### config.mk
export PLATFORM = sky130hd
export DESIGN_NAME = ppm_ctrl
export DESIGN_NICKNAME = d
export VERILOG_FILES = /design/src/hdl/ppm_pkg.sv /design/src/hdl/ppm_ctrl.sv
export SDC_FILE = /design/constraint.sdc
export NUM_CORES = 1
export LEC_CHECK = 0
export BUFFER_PORTS_ARGS = -buffer_cell sky130_fd_sc_hd__buf_4
export CAP_MARGIN = 20
export CORE_UTILIZATION = 40
export DETAILED_ROUTE_END_ITERATION = 12
export PLACE_DENSITY_LB_ADDON = 0.25
export SLEW_MARGIN = 10
export SYNTH_ARGS = -nofsm -noshare
export SYNTH_HDL_FRONTEND = slang
export SYNTH_SLANG_ARGS = --single-unit
export TNS_END_PERCENT = 20
### constraint.sdc
create_clock -name i_clk -period 3.7 [get_ports i_clk]
set_input_delay 0.37 -clock i_clk [delete_from_list [all_inputs] [get_ports i_clk]]
set_output_delay 0.37 -clock i_clk [all_outputs]
set_load 0.05 [all_outputs]
### src/hdl/ppm_pkg.sv
// shared constants, command and status types for the point-to-point motion profile unit
package ppm_pkg;

    localparam int FRAC_BITS = 16;
    localparam int DT_BITS   = 16;

    localparam logic [32:0] SNAP_EPS      = 33'(((64'(2) << FRAC_BITS) + 64'(500)) / 64'(1000));
    localparam logic [31:0] MAX_SPEED_RST = 32'(64'(1) << FRAC_BITS);

    localparam int DIV_STEPS  = 64;
    localparam int SQRT_STEPS = 32;
    localparam int DIV_CW     = $clog2(DIV_STEPS + 1);
    localparam int SQRT_CW    = $clog2(SQRT_STEPS + 1);

    typedef logic [2:0] t_cfg_idx;
    localparam t_cfg_idx CFG_TGT_X = 3'd0;
    localparam t_cfg_idx CFG_TGT_Y = 3'd1;
    localparam t_cfg_idx CFG_TGT_Z = 3'd2;
    localparam t_cfg_idx CFG_MAX   = 3'd3;
    localparam t_cfg_idx CFG_ACCEL = 3'd4;
    localparam t_cfg_idx CFG_DECEL = 3'd5;

    typedef logic [1:0] t_req;
    localparam t_req REQ_KEEP  = 2'd0;
    localparam t_req REQ_START = 2'd1;
    localparam t_req REQ_STOP  = 2'd2;
    localparam t_req REQ_SPARE = 2'd3;

    typedef logic [4:0] t_op;
    localparam t_op OP_NONE  = 5'd0;
    localparam t_op OP_LOAD  = 5'd1;
    localparam t_op OP_DIFF  = 5'd2;
    localparam t_op OP_SQ    = 5'd3;
    localparam t_op OP_SQRT  = 5'd4;
    localparam t_op OP_LEN   = 5'd5;
    localparam t_op OP_SNAP  = 5'd6;
    localparam t_op OP_MM    = 5'd7;
    localparam t_op OP_DIVDD = 5'd8;
    localparam t_op OP_ML    = 5'd9;
    localparam t_op OP_DIVAL = 5'd10;
    localparam t_op OP_AL    = 5'd11;
    localparam t_op OP_ACC   = 5'd12;
    localparam t_op OP_SPD   = 5'd13;
    localparam t_op OP_TRV   = 5'd14;
    localparam t_op OP_TRVS  = 5'd15;
    localparam t_op OP_QM    = 5'd16;
    localparam t_op OP_QD    = 5'd17;
    localparam t_op OP_QS    = 5'd18;
    localparam t_op OP_OUT   = 5'd19;

    typedef struct packed {
        t_op        op;
        logic [1:0] axis;
    } t_cmd;

    typedef struct packed {
        logic running;
        logic snap;
        logic dzero;
        logic brake;
        logic sqrt_done;
        logic div_done;
        logic out_busy;
    } t_stat;

endpackage

### src/hdl/ppm_ctrl.sv
// controller: sequences one tick through the datapath
module ppm_ctrl (
    input  logic           i_clk,
    input  logic           i_rst_n,
    input  logic           i_in_valid,
    output logic           o_in_ready,
    input  ppm_pkg::t_stat i_stat,
    output ppm_pkg::t_cmd  o_cmd
);
    import ppm_pkg::*;

    localparam logic [4:0] S_IDLE = 5'd0;
    localparam logic [4:0] S_DIFF = 5'd1;
    localparam logic [4:0] S_SQ0  = 5'd2;
    localparam logic [4:0] S_SQ1  = 5'd3;
    localparam logic [4:0] S_SQ2  = 5'd4;
    localparam logic [4:0] S_SQW  = 5'd5;
    localparam logic [4:0] S_RT   = 5'd6;
    localparam logic [4:0] S_RTW  = 5'd7;
    localparam logic [4:0] S_LEN  = 5'd8;
    localparam logic [4:0] S_CHK  = 5'd9;
    localparam logic [4:0] S_SNAP = 5'd10;
    localparam logic [4:0] S_MM   = 5'd11;
    localparam logic [4:0] S_DD   = 5'd12;
    localparam logic [4:0] S_DDW  = 5'd13;
    localparam logic [4:0] S_BRK  = 5'd14;
    localparam logic [4:0] S_ML   = 5'd15;
    localparam logic [4:0] S_DAL  = 5'd16;
    localparam logic [4:0] S_ALW  = 5'd17;
    localparam logic [4:0] S_AL   = 5'd18;
    localparam logic [4:0] S_ACC  = 5'd19;
    localparam logic [4:0] S_SPD  = 5'd20;
    localparam logic [4:0] S_TRV  = 5'd21;
    localparam logic [4:0] S_TRVS = 5'd22;
    localparam logic [4:0] S_QM   = 5'd23;
    localparam logic [4:0] S_QD   = 5'd24;
    localparam logic [4:0] S_QDW  = 5'd25;
    localparam logic [4:0] S_QS   = 5'd26;
    localparam logic [4:0] S_OUT  = 5'd27;

    logic [4:0] r_state;
    logic [4:0] n_state;
    logic [1:0] r_ax;
    logic [1:0] n_ax;

    always_comb begin
        n_state    = r_state;
        n_ax       = r_ax;
        o_cmd.op   = OP_NONE;
        o_cmd.axis = r_ax;
        o_in_ready = 1'b0;
        unique case (r_state)
            S_IDLE: begin
                o_in_ready = 1'b1;
                if (i_in_valid) begin
                    o_cmd.op = OP_LOAD;
                    n_state  = S_DIFF;
                end
            end
            S_DIFF: begin
                o_cmd.op = OP_DIFF;
                n_state  = i_stat.running ? S_SQ0 : S_OUT;
            end
            S_SQ0: begin
                o_cmd.op   = OP_SQ;
                o_cmd.axis = 2'd0;
                n_state    = S_SQ1;
            end
            S_SQ1: begin
                o_cmd.op   = OP_SQ;
                o_cmd.axis = 2'd1;
                n_state    = S_SQ2;
            end
            S_SQ2: begin
                o_cmd.op   = OP_SQ;
                o_cmd.axis = 2'd2;
                n_state    = S_SQW;
            end
            S_SQW: n_state = S_RT;
            S_RT: begin
                o_cmd.op = OP_SQRT;
                n_state  = S_RTW;
            end
            S_RTW: if (i_stat.sqrt_done) begin
                n_state = S_LEN;
            end
            S_LEN: begin
                o_cmd.op = OP_LEN;
                n_state  = S_CHK;
            end
            S_CHK: begin
                if (i_stat.snap) begin
                    n_state = S_SNAP;
                end else if (i_stat.dzero) begin
                    n_state = S_ACC;
                end else begin
                    n_state = S_MM;
                end
            end
            S_SNAP: begin
                o_cmd.op = OP_SNAP;
                n_state  = S_OUT;
            end
            S_MM: begin
                o_cmd.op = OP_MM;
                n_state  = S_DD;
            end
            S_DD: begin
                o_cmd.op = OP_DIVDD;
                n_state  = S_DDW;
            end
            S_DDW: if (i_stat.div_done) begin
                n_state = S_BRK;
            end
            S_BRK: n_state = i_stat.brake ? S_ML : S_ACC;
            S_ML: begin
                o_cmd.op = OP_ML;
                n_state  = S_DAL;
            end
            S_DAL: begin
                o_cmd.op = OP_DIVAL;
                n_state  = S_ALW;
            end
            S_ALW: if (i_stat.div_done) begin
                n_state = S_AL;
            end
            S_AL: begin
                o_cmd.op = OP_AL;
                n_state  = S_ACC;
            end
            S_ACC: begin
                o_cmd.op = OP_ACC;
                n_state  = S_SPD;
            end
            S_SPD: begin
                o_cmd.op = OP_SPD;
                n_state  = S_TRV;
            end
            S_TRV: begin
                o_cmd.op = OP_TRV;
                n_state  = S_TRVS;
            end
            S_TRVS: begin
                o_cmd.op = OP_TRVS;
                n_ax     = 2'd0;
                n_state  = S_QM;
            end
            S_QM: begin
                o_cmd.op = OP_QM;
                n_state  = S_QD;
            end
            S_QD: begin
                o_cmd.op = OP_QD;
                n_state  = S_QDW;
            end
            S_QDW: if (i_stat.div_done) begin
                n_state = S_QS;
            end
            S_QS: begin
                o_cmd.op = OP_QS;
                if (r_ax == 2'd2) begin
                    n_state = S_OUT;
                end else begin
                    n_ax    = r_ax + 2'd1;
                    n_state = S_QM;
                end
            end
            S_OUT: begin
                if (!i_stat.out_busy) begin
                    o_cmd.op = OP_OUT;
                    n_state  = S_IDLE;
                end
            end
            default: n_state = S_IDLE;
        endcase
    end

    always_ff @(posedge i_clk) begin
        if (!i_rst_n) begin
            r_state <= S_IDLE;
            r_ax    <= 2'd0;
        end else begin
            r_state <= n_state;
            r_ax    <= n_ax;
        end
    end

endmodule

==> flow_metrics.py, run 1 <==
metrics = {
    "placement": {
        "dp_hpwl_um": 1820,
        "gpl.final_weighted_congestion": 0.852,
        "dpl.cell_count": 175,
        "post_place_worst_slack_ns": 1.44,
        "portBuffers": 17,
    },
    "finish": {
        "layout.cells.most_common_list": "sky130_fd_sc_hd__buf_4, sky130_fd_sc_hd__nor2_1, sky130_fd_sc_hd__a21oi_1, sky130_fd_sc_hd__o21ai_0",
        "area.growth.synth_to_final_pct": 11.3,
        "layout-drive-gt1-share": 0.159,
        "layout.cells.non_filler": 179,
        "final_net_count": 163,
        "final_common_cell": "sky130_fd_sc_hd__buf_4",
        "utilization": 0.477,
        "num_antenna_cells": 0,
    },
    "route": {
        "first_pass_drt_iterations": 4,
        "drt-vias-per-instance": 5.91,
        "wl_per_cell_um": 14.2,
        "via_count": 1057,
        "drc": 0,
        "drt_iter0_markers": 42,
        "route.final.wire_length_um": 2550,
        "detail-route-antenna-nets": 0,
    },
    "timing": {
        "timing.fmax_mhz": 382,
        "finalWorstPathRequiredPeriod_ns": 2.62,
        "timing_max_transition_violations_final": 0,
        "finalCritPeriodShare": 0.707,
        "slew-limit-headroom": 0.349,
        "finalSetupTns_ns": 0,
        "finClkSkew_ns": 0.00770,
        "rsz_0062_raised_after_global_routing": "no",
        "hold_viol_final": 0,
        "final.setup.worst_slack_ns": 1.08,
        "setup_viol_count_final": 0,
        "worst-slew-pin-transition_ns": 0.975,
    },
    "clocking": {
        "ctsHoldBuffers": 0,
        "clk_transition_reported_paths_ns": 0.05,
        "worstSkewPairLatency_ns": 0.25,
        "cts_buffers": 3,
        "cts_max_level": 1,
        "max-clock-path-buffers": 2,
        "cts_tree": "built",
        "cts_sinks": 7,
        "postCtsSetupBuffers": 0,
        "postCtsResizedCells": 0,
        "root_buffer_selected_by_cts": "sky130_fd_sc_hd__clkbuf_4",
    },
    "setup_path": {
        "crit_fanout": 19,
        "worst_setup_path_start_kind": "register",
        "worst_setup_path_end_kind": "output pin",
        "worst_ep_arrival_time_ns": 2.25,
        "worstSetupPathType": "register to output pin",
        "critical_path_required_ns": 3.33,
        "crit_slowest_cell": "sky130_fd_sc_hd__dfxtp_1",
        "crit_path_cell_trace": "inv_1, o311ai_0, o41ai_1, buf_4",
        "cpPeakStageDelay_ns": 0.73,
    },
    "global_routing": {
        "combined_global_route_utilization_of_all_metal_layers": 0.204,
        "global_route_wire_length_before_repair_um": 4080,
        "globalRoute.totalOverflow": 0,
        "first_global_vias": 877,
        "largest_net_degree_at_the_start_of_global_routing": 31,
        "antenna_found_initial": 0,
    },
    "synthesis": {
        "post_synth_inst_count": 143,
        "netlist-cell-type-count": 45,
        "synth.ff_latch_count": 7,
        "yosys_warnings": 0,
        "synth_fp_nets": 154,
        "synth.yosys.seq_area_share": 0.145,
        "synthesized_area_per_cell_sq_um": 6.75,
        "synth_area_sq_um": 966,
    },
    "die": {
        "cell_row_count": 17,
        "dieArea_sq_um": 2620,
        "start_util": 0.428,
        "core-area_sq_um": 2250,
        "die_y_um": 51.1,
        "boundaryPins": 18,
        "die_x_um": 51.1,
    },
    "pwr": {
        "totalPowerFinal_uw": 810,
        "ratio_of_total_power_to_cell_area_nw_per_um2": 754,
        "max-vdd-ir-drop_v": 0.000463,
        "power.leakage_uw": 0.000439,
    },
    "outcome": {
        "outcome": "finished clean",
    },
    "hold_path": {
        "min-delay-path-class": "input port to register",
    },
    "run": {
        "timing.max_cap.violations": 0,
    },
}
-- cell families after synthesis --
kind of cell | synth area share
flops | 0.145
buf+inv | 0.102
fa+ha+maj | 0.0130
compound gates | 0.382
simple gates | 0.308
mux | 0.0311
xor+xnor | 0.0181
-- critical path, delay by kind of cell (launching register included) --
family          cells  cell delay (ns)
buf+inv             2             0.57
flops               1             0.73
compound gates      2             0.70
-- metal layers --
| metal | wire [um] | GRT usage | vias to the layer above |
|---|---|---|---|
| met1 | 1250 | 0.287 | 495 |
| met5 | 0 | 0 | - |
| met2 | 1230 | 0.327 | 24 |
| met4 | 0 | 0.0139 | 0 |
| li1 | - | - | 538 |
| met3 | 70 | 0.0446 | 0 |
-- synthesized netlist by cell type, drive strengths merged --
master,count,share of area
mux2i,3,0.031
o31ai,1,0.0078
nor2,16,0.062
o32a,1,0.010
nor4b,1,0.0091
nor2b,7,0.045
a21oi,15,0.078
and2,3,0.019
nor3b,1,0.0078
o22a,1,0.0091
o211ai,2,0.021
and2b,1,0.0078
nand3,2,0.010
xnor2,1,0.0091
o21ai,13,0.067
nor3,3,0.016
ha,1,0.013
xor2,1,0.0091
a32o,1,0.012
inv,5,0.019
nand4,1,0.0065
o221ai,1,0.0091
o21bai,1,0.0078
a22o,2,0.018
or3,2,0.018
a2bb2oi,2,0.018
o22ai,3,0.019
o311ai,2,0.026
dfxtp,7,0.15
clkbuf,1,0.0039
and3,2,0.013
o41ai,1,0.0091
nand2,9,0.035
a221o,1,0.010
nand2b,9,0.058
buf,12,0.079
o211a,1,0.010
a211oi,2,0.016
a31oi,4,0.026
a22oi,1,0.0078
-- power by group --
| part | total, uW | internal [uW] | switching (uW) |
|---|---|---|---|
| clock network | 68.6 | 41.1 | 27.5 |
| logic | 544 | 211 | 333 |
| registers | 198 | 92.9 | 105 |
-- worst paths after layout --
check	depth (start not counted)	slack, ns	to	start
max reg2reg	5	1.62	r_state[3]	r_state[3]
min	3	0.39	r_state[0]	i_rst_n
max	4	1.08	o_cmd[2]	r_state[0]
min reg2reg	2	0.53	r_ax[0]	r_ax[0]
-- flip-flops by register name, summed over array words and instances (netlist names) --
name     count
r_state      5
r_ax         2
-- cell type report --
cell class,count,area (sq um)
timing repair buffer,17,128
tap,28,35.0
clock buffer,4,26.3
inverter,5,18.8
fill,242,1180
multi-input combinational,118,727
sequential,7,140
-- per-stage QoR --
stage               hold WS, ns  area, sq um
detailed placement        0.520         1050
global route              0.388         1070
floorplan                 0.479          966
global placement          0.522         1050
finish                    0.387         1070
CTS                       0.380         1070
No activity file was read; power rests on OpenSTA's default activity.
==> run 2: changes to the inputs <==
- clock period: 3.7 -> 2.7 ns (I/O delays scaled with it)
==> run 2 against run 1 <==
Against the previous run:
- critical path depth stayed put
- die area stayed put
- flip-flop and latch count stayed put
- largest cell class unchanged
- highest routed layer unchanged
==> flow_metrics.py, run 2 (synthesis gave the netlist of run 1 again) <==
metrics = {
    "outcome": {
        "outcome": "finished clean",
    },
    "timing": {
        "finalCritPeriodShare": 0.896,
        "setup_viol_count_final": 0,
        "hold_viol_final": 0,
        "finClkSkew_ns": 0.00473,
        "slew-limit-headroom": 0.398,
        "rsz_0062_raised_after_global_routing": "no",
        "timing_max_transition_violations_final": 0,
        "finalSetupTns_ns": 0,
        "finalWorstPathRequiredPeriod_ns": 2.42,
        "worst-slew-pin-transition_ns": 0.902,
        "timing.fmax_mhz": 414,
    },
    "finish": {
        "final_net_count": 165,
        "n_fill_cell": 251,
        "area.growth.synth_to_final_pct": 13.6,
        "layout-drive-gt1-share": 0.176,
        "largest_register_ff_count": 5,
        "layout_top_registers": "r_state: 5 flops, r_ax: 2 flops",
        "final_common_cell": "sky130_fd_sc_hd__buf_4",
        "num_antenna_cells": 0,
        "largest-register": "r_state",
        "layout.cells.non_filler": 181,
        "layout.cells.most_common_list": "sky130_fd_sc_hd__buf_4, sky130_fd_sc_hd__nor2_1, sky130_fd_sc_hd__a21oi_1, sky130_fd_sc_hd__o21ai_0",
    },
    "hold_path": {
        "hold_path_depth": 3,
        "min-delay-path-class": "input port to register",
    },
    "run": {
        "timing.max_cap.violations": 0,
    },
    "die": {
        "die_x_um": 51.1,
        "start_util": 0.428,
        "cell_row_count": 17,
        "boundaryPins": 18,
        "core-area_sq_um": 2250,
        "die_y_um": 51.1,
        "dieArea_sq_um": 2620,
    },
    "route": {
        "first_pass_drt_iterations": 4,
        "drt-vias-per-instance": 5.83,
        "wl_per_cell_um": 13.7,
        "detail-route-antenna-nets": 0,
        "drt_iter0_markers": 28,
        "via_count": 1055,
        "drc": 0,
        "route.final.wire_length_um": 2470,
    },
    "global_routing": {
        "antenna_found_initial": 0,
        "globalRoute.totalOverflow": 0,
        "combined_global_route_utilization_of_all_metal_layers": 0.207,
        "largest_net_degree_at_the_start_of_global_routing": 31,
        "global_route_wire_length_before_repair_um": 4170,
        "first_global_vias": 903,
    },
    "setup_path": {
        "critical_path_required_ns": 2.43,
        "worst_setup_path_end_kind": "output pin",
        "r2r_cells": 5,
        "worst_ep_arrival_time_ns": 2.15,
        "crit_fanout": 26,
        "worstSetupPathType": "register to output pin",
        "worst_setup_path_start_kind": "register",
    },
    "pwr": {
        "max-vdd-ir-drop_v": 0.000603,
        "power.leakage_uw": 0.000454,
        "ratio_of_total_power_to_cell_area_nw_per_um2": 1020,
    },
    "placement": {
        "dpl.cell_count": 177,
        "gpl.final_weighted_congestion": 0.917,
        "dp_hpwl_um": 1800,
        "portBuffers": 17,
    },
    "clocking": {
        "cts_tree": "built",
        "postCtsResizedCells": 0,
        "worstSkewPairLatency_ns": 0.25,
        "cts_sinks": 7,
        "root_buffer_selected_by_cts": "sky130_fd_sc_hd__clkbuf_4",
        "clk_transition_reported_paths_ns": 0.05,
        "ctsHoldBuffers": 0,
        "cts_buffers": 3,
        "cts_max_level": 1,
        "max-clock-path-buffers": 2,
        "postCtsSetupBuffers": 0,
    },
}
## run 2: cell count changes in the layout (fill, tap and decap cells not counted)
cell and change:
sky130_fd_sc_hd__o41ai_2 +1, sky130_fd_sc_hd__buf_4 +2, sky130_fd_sc_hd__o41ai_1 -1
## run 2: path summary, 6_finish.rpt
path | startpoint | endpoint | slack [ns]
setup / recovery | r_state[1] | o_cmd[0] | 0.28
hold / removal | i_rst_n | r_state[0] | 0.28
setup reg to reg | r_state[1] | r_state[3] | 0.68
hold reg to reg | r_ax[0] | r_ax[0] | 0.52
## run 2: metrics by stage
step                area (sq um)  total power (uW)  utilization  setup slack, ns  hold WS (ns)
finish                      1100              1120        0.487            0.282         0.282
global route                1100              1220        0.487            0.132         0.291
CTS                         1100              1120        0.487            0.313         0.284
detailed placement          1070              1030        0.475            0.585         0.518
global placement            1070              1030        0.475            0.604         0.509
floorplan                    973               868            -            0.395         0.379
## run 2: worst max-delay path, cell delays in order (launching register included)
cell and delay (ns):
sky130_fd_sc_hd__dfxtp_1 0.86, sky130_fd_sc_hd__nand2b_1 0.26, sky130_fd_sc_hd__or3_1 0.36, sky130_fd_sc_hd__a22oi_1 0.19, sky130_fd_sc_hd__buf_4 0.22
## run 2: routing by layer
metal | vias up | wire length (um) | track usage
li1 | 542 | - | -
met4 | 0 | 0 | 0.0139
met3 | 0 | 157 | 0.0536
met5 | - | 0 | 0
met2 | 44 | 1160 | 0.320
met1 | 469 | 1150 | 0.295
## run 2: layout make-up
class	count	area [sq um]	share of cell area
sequential	7	140	0.128
timing repair buffer	19	143	0.130
multi-input combinational	118	734	0.669
inverter	5	18.8	0.0171
clock buffer	4	26.3	0.0239
tap	28	35.0	0.0319
## run 2: where the power goes
part	switching, uW	internal, uW	total [uW]
clock	35.9	56.2	92.1
combinational	493	306	799
sequential	106	127	233
